**src/design/cas_pkg.sv**
```systemverilog
`timescale 1ns / 1ps
// ----------------------------------------------------------------------------
// cas_pkg
// Shared types and constants for the class-aware box suppression block.
// ----------------------------------------------------------------------------
package cas_pkg;

  localparam int MAX_BOXES = 64;
  localparam int IDX_W     = (MAX_BOXES > 1) ? $clog2(MAX_BOXES) : 1;
  localparam int CNT_W     = $clog2(MAX_BOXES + 1);
  localparam logic [15:0] THR_RESET = 16'd32768;

  typedef struct packed {
    logic [15:0] x_min;
    logic [15:0] y_min;
    logic [15:0] x_max;
    logic [15:0] y_max;
    logic [15:0] score;
    logic [7:0]  class_id;
    logic        last_box;
  } box_in_t;

  typedef struct packed {
    logic [15:0] kept_x_min;
    logic [15:0] kept_y_min;
    logic [15:0] kept_x_max;
    logic [15:0] kept_y_max;
    logic [15:0] kept_score;
    logic [7:0]  kept_class;
    logic        box_valid;
    logic        overflowed;
    logic        last_result;
  } result_t;

  typedef struct packed {
    logic [15:0] x_min;
    logic [15:0] y_min;
    logic [15:0] x_max;
    logic [15:0] y_max;
  } corners_t;

  typedef struct packed {
    corners_t    c;
    logic [15:0] score;
    logic [7:0]  class_id;
  } entry_t;

  typedef struct packed {
    logic             vld;
    logic [IDX_W-1:0] tag;
    corners_t         a;
    corners_t         b;
  } iou_req_t;

  typedef struct packed {
    logic             vld;
    logic             hit;
    logic [IDX_W-1:0] tag;
  } iou_rsp_t;

  typedef enum logic [3:0] {
    S_LOAD,
    S_RK_A,
    S_RK_SCAN,
    S_SP_RANK,
    S_SP_BOXA,
    S_SP_CHKA,
    S_SP_SCAN,
    S_EM_RANK,
    S_EM_BOX,
    S_EM_CHK,
    S_EM_END
  } state_t;

endpackage

```
**src/design/cas_iou.sv**
```systemverilog
`timescale 1ns / 1ps
// ----------------------------------------------------------------------------
// cas_iou
// Pipelined overlap test: inter * 65536 > thr * union, five stages.
// ----------------------------------------------------------------------------
module cas_iou import cas_pkg::*; (
  input  logic        clk,
  input  logic        rst_n,
  input  logic [15:0] thr,
  input  iou_req_t    req,
  output iou_rsp_t    rsp,
  output logic        busy
);

  function automatic logic [15:0] span(input logic [15:0] lo, input logic [15:0] hi);
    return (hi > lo) ? (hi - lo) : 16'd0;
  endfunction

  logic             s1_v_r, s2_v_r, s3_v_r, s4_v_r;
  logic [IDX_W-1:0] s1_t_r, s2_t_r, s3_t_r, s4_t_r;
  logic [15:0]      wa_r, ha_r, wb_r, hb_r, iw_r, ih_r;
  logic [31:0]      aa_r, ab_r, ia_r, ia3_r;
  logic [32:0]      uni_r;
  logic [47:0]      lhs_r;
  logic [48:0]      rhs_r;
  iou_rsp_t         rsp_r;

  logic [15:0] lx, ly, hx, hy;
  assign lx = (req.a.x_min > req.b.x_min) ? req.a.x_min : req.b.x_min;
  assign ly = (req.a.y_min > req.b.y_min) ? req.a.y_min : req.b.y_min;
  assign hx = (req.a.x_max < req.b.x_max) ? req.a.x_max : req.b.x_max;
  assign hy = (req.a.y_max < req.b.y_max) ? req.a.y_max : req.b.y_max;

  always_ff @(posedge clk) begin
    if (!rst_n) begin
      s1_v_r <= 1'b0;
      s2_v_r <= 1'b0;
      s3_v_r <= 1'b0;
      s4_v_r <= 1'b0;
      rsp_r  <= '0;
    end else begin
      s1_v_r    <= req.vld;
      s2_v_r    <= s1_v_r;
      s3_v_r    <= s2_v_r;
      s4_v_r    <= s3_v_r;
      rsp_r.vld <= s4_v_r;
      rsp_r.hit <= {1'b0, lhs_r} > rhs_r;
      rsp_r.tag <= s4_t_r;
    end
    s1_t_r <= req.tag;
    wa_r   <= span(req.a.x_min, req.a.x_max);
    ha_r   <= span(req.a.y_min, req.a.y_max);
    wb_r   <= span(req.b.x_min, req.b.x_max);
    hb_r   <= span(req.b.y_min, req.b.y_max);
    iw_r   <= span(lx, hx);
    ih_r   <= span(ly, hy);
    s2_t_r <= s1_t_r;
    aa_r   <= wa_r * ha_r;
    ab_r   <= wb_r * hb_r;
    ia_r   <= iw_r * ih_r;
    s3_t_r <= s2_t_r;
    uni_r  <= {1'b0, aa_r} + {1'b0, ab_r} - {1'b0, ia_r};
    ia3_r  <= ia_r;
    s4_t_r <= s3_t_r;
    lhs_r  <= {ia3_r, 16'd0};
    rhs_r  <= thr * uni_r;
  end

  assign rsp  = rsp_r;
  assign busy = s1_v_r | s2_v_r | s3_v_r | s4_v_r | rsp_r.vld;

endmodule

```
**config.mk**
```make
export PLATFORM = sky130hd
export DESIGN_NAME = cas_iou
export DESIGN_NICKNAME = d
export VERILOG_FILES = /design/src/design/cas_pkg.sv /design/src/design/cas_iou.sv
export SDC_FILE = /design/constraint.sdc
export NUM_CORES = 2
export LEC_CHECK = 0
export ABC_AREA = 1
export BUFFER_PORTS_ARGS = -buffer_cell sky130_fd_sc_hd__buf_2
export CORE_AREA = 2 2 416 459
export DETAILED_ROUTE_END_ITERATION = 16
export DIE_AREA = 0 0 418 461
export PLACE_DENSITY_LB_ADDON = 0.12
export SLEW_MARGIN = 30
export SYNTH_ARGS = -nofsm -noshare
export SYNTH_HDL_FRONTEND = slang
export SYNTH_SLANG_ARGS = --single-unit
```
**constraint.sdc**
```tcl
create_clock -name clk -period 6.6 [get_ports clk]
set_input_delay 1.32 -clock clk [delete_from_list [all_inputs] [get_ports clk]]
set_output_delay 1.32 -clock clk [all_outputs]
set_load 0.02 [all_outputs]
```
==> flow_summary.json <==
{
  "crit_arrival_ns": 6.60,
  "core_sq_um": 188000,
  "boundaryPins": 162,
  "cp_top_family": "adder cells",
  "min_from": "ia3_r[17]",
  "ys_ff_latch": 374,
  "cts_sinks": 374,
  "async_flop_share": 0,
  "postCtsSetupBuffers": 0,
  "grt_overflow": 0,
  "fin_ws_ns": 0.533,
  "cp-end-kind": "flop",
  "slowest_stage": "fa_1",
  "yosysMostFrequentCell": "nand2_1",
  "rsz0062_at_grt": "false",
  "dp_worst_setup_slack_ns": -0.172,
  "seq_area_frac_synth": 0.114,
  "drt_iter0_markers": 2439,
  "yosysTopAreaCell": "fa_1",
  "row_count": 167,
  "cts.reportedPaths.clkPinSlew_ns": 0.07,
  "cp_max_fo": 20,
  "met1_length_um": 85800,
  "cts_made_buffers": 46,
  "r2r-end": "rhs_r[43]",
  "placed_area_sq_um": 70000,
  "required_ns": 7.13,
  "ff2ff_setup_slack_ns": 0.67,
  "tightest_slew_ns": 1.02,
  "top_layer": "met5",
  "postCtsHoldBufs": 0,
  "nFillCells": 20146,
  "synth_flop_cell": "dfxtp_1",
  "ys_types": 40,
  "min_path_type": "flop to flop",
  "worstSetupStartpointType": "input pin",
  "wl_met2_um": 104000,
  "muxShareOfSynthArea": 0,
  "start_util": 0.349,
  "post_synth_xor_area_fraction": 0.0190,
  "grt.total_usage": 0.215,
  "antenna_found_initial": 4,
  "rr_worst_depth": 21,
  "synthSimpleGateAreaFrac": 0.214,
  "finalHoldViolCount": 0,
  "max_clock_freq_mhz": 165,
  "drc": 0,
  "die_w_um": 418,
  "wl_per_cell_um": 17.3,
  "wl_met3_um": 5350,
  "grt_pass1_wl_um": 324000,
  "place_hpwl_um": 176000,
  "crit_type": "input pin to flop",
  "design_area_sq_um": 71600,
  "ctsResizeCount": 0,
  "crit_buf_inv": 7,
  "drive_above_1_share": 0.0622,
  "r2r-start": "uni_r[24]",
  "crit_start": "thr[5]",
  "fp.dieArea_sq_um": 193000,
  "syn-num-nets": 10929,
  "synth_area_per_cell_sq_um": 7.22,
  "cts_buffer_depth": 3,
  "cts-htree-levels": 2,
  "yosysTopAreaCellShare": 0.322,
  "portBuffers": 161,
  "synth_edf_count": 0,
  "period_share": 0.919,
  "place.gp.congestion": 0.932,
  "root_buffer": "clkbuf_16",
  "status": "finished clean",
  "fin_worst_skew_ns": 0.0468,
  "cts_tree": "built",
  "synth_top_family_by_area": "adder cells",
  "grt_max_degree": 34,
  "routed_wl_um": 202000,
  "finalSetupViolCount": 0,
  "synth-compound-area-share": 0.0423,
  "num_vias": 53854,
  "final_nets": 11036,
  "hold_depth": 0,
  "syn-instance-count": 9068,
  "areaGrowthSynthToFinish_pct": 9.33,
  "cp_slowest_stage_delay_ns": 0.54,
  "cap_viol_max_count": 0,
  "slew_headroom": 0.317,
  "synth_warnings": 0,
  "dr.pass1.iters": 6,
  "path_cells": "buf_2, nand2_1, inv_1, fa_1, inv_1, fa_1, fa_1, inv_1, fa_1, fa_1, inv_1, fa_1, inv_1, ha_1, nand2_1, buf_4, nor2_1, nand2_1, nor2_1, nand2_1, nand3_2, nand2_1, nand3_1, nand2_1",
  "synthAdderAreaFrac": 0.447,
  "vias_per_cell": 4.62,
  "syn_area_sq_um": 65500,
  "min_period_ns": 6.07,
  "fp.dieH_um": 461,
  "ys_top_cells_by_count": "nand2_1, inv_1, fa_1",
  "drv_slew": 0,
  "clock_latency_ns": 0.64,
  "ys_top_cells_by_area": "fa_1, nand2_1, inv_1, ha_1, dfxtp_1",
  "min_to": "lhs_r[33]",
  "grt_pass1_vias": 57668,
  "final_antenna_net_count": 0
}
-- cells by family (layout without fill, tap and decap cells) --
logic type / count (synthesis) / in the layout
flops: 374 / 374
compound gates: 518 / 518
other cells: 0 / 1
fa+ha+maj: 1708 / 1708
simple gates: 3502 / 3502
buf+inv: 2824 / 2968
xor+xnor: 142 / 142
-- metrics by stage --
step	instances	hold slack (ns)	TNS [ns]	util
after floorplan	9068	0.310	0	-
after global placement	11577	0.310	-1.62	0.373
after detailed placement	11577	0.312	-1.72	0.373
after CTS	11662	0.295	0	0.381
after global routing	11662	0.307	0	0.381
final	11663	0.309	0	0.381
-- sequential cells by signal (all words and copies together) (netlist names), 32 cells and up --
name	cells
ia_r	32
ia3_r	32
rhs_r	49
aa_r	32
ab_r	32
lhs_r	32
uni_r	33
-- layout by cell type (no fill, tap or decap), drive strengths merged --
| master | netlist | final |
|---|---|---|
| nand2 | 2685 | 2685 |
| inv | 2483 | 2492 |
| fa | 1052 | 1052 |
| ha | 656 | 656 |
| buf | 16 | 400 |
| nor2 | 388 | 388 |
| dfxtp | 374 | 374 |
| a21oi | 325 | 325 |
| nand3 | 307 | 307 |
| o21ai | 124 | 124 |
| xor2 | 117 | 117 |
| nor3 | 54 | 54 |
| clkbuf | 325 | 54 |
| nand4 | 48 | 48 |
| xnor2 | 25 | 25 |
| a21o | 23 | 23 |
| o21bai | 13 | 13 |
| o21a | 13 | 13 |
| clkinvlp | 0 | 13 |
| nand3b | 11 | 11 |
| o211ai | 8 | 8 |
| clkinv | 0 | 7 |
| a31oi | 5 | 5 |
| nor4 | 5 | 5 |
| a21boi | 4 | 4 |
| o31ai | 3 | 3 |
| or2 | 2 | 2 |
| bufinv | 0 | 2 |
| diode | 0 | 1 |
| and2 | 1 | 1 |
| nor2b | 1 | 1 |
-- cell type report --
cell class	instances	area, sq um	share of cell area
clock buffer	54	1240	0.0173
sequential	374	7490	0.105
clock inverter	31	342	0.00477
tap	2450	3070	0.0428
inverter	2483	9320	0.130
multi-input combinational	5870	47300	0.661
antenna	1	2.50	0.0000350
timing repair buffer	400	2810	0.0393
-- worst max path at each step --
stage / endpoint / slack (ns) / cells past startpoint
global placement: rhs_r[38] / -0.18 / 21
detailed placement: rhs_r[38] / -0.17 / 21
global route: rhs_r[47] / 0.23 / 25
floorplan: rhs_r[42] / 0.29 / 25
CTS: rhs_r[43] / 0.52 / 24
finish: rhs_r[43] / 0.53 / 24
-- per-layer routing --
layer  vias to the layer above  global-route usage
met4                         4              0.0648
met5                         -                   0
met2                       980               0.400
li1                      26419                   -
met3                       247              0.0123
met1                     26204               0.263
Power is left out: the tool's default activity adds up to more than one toggle a clock period on the data nets, which glitch-free logic cannot reach.
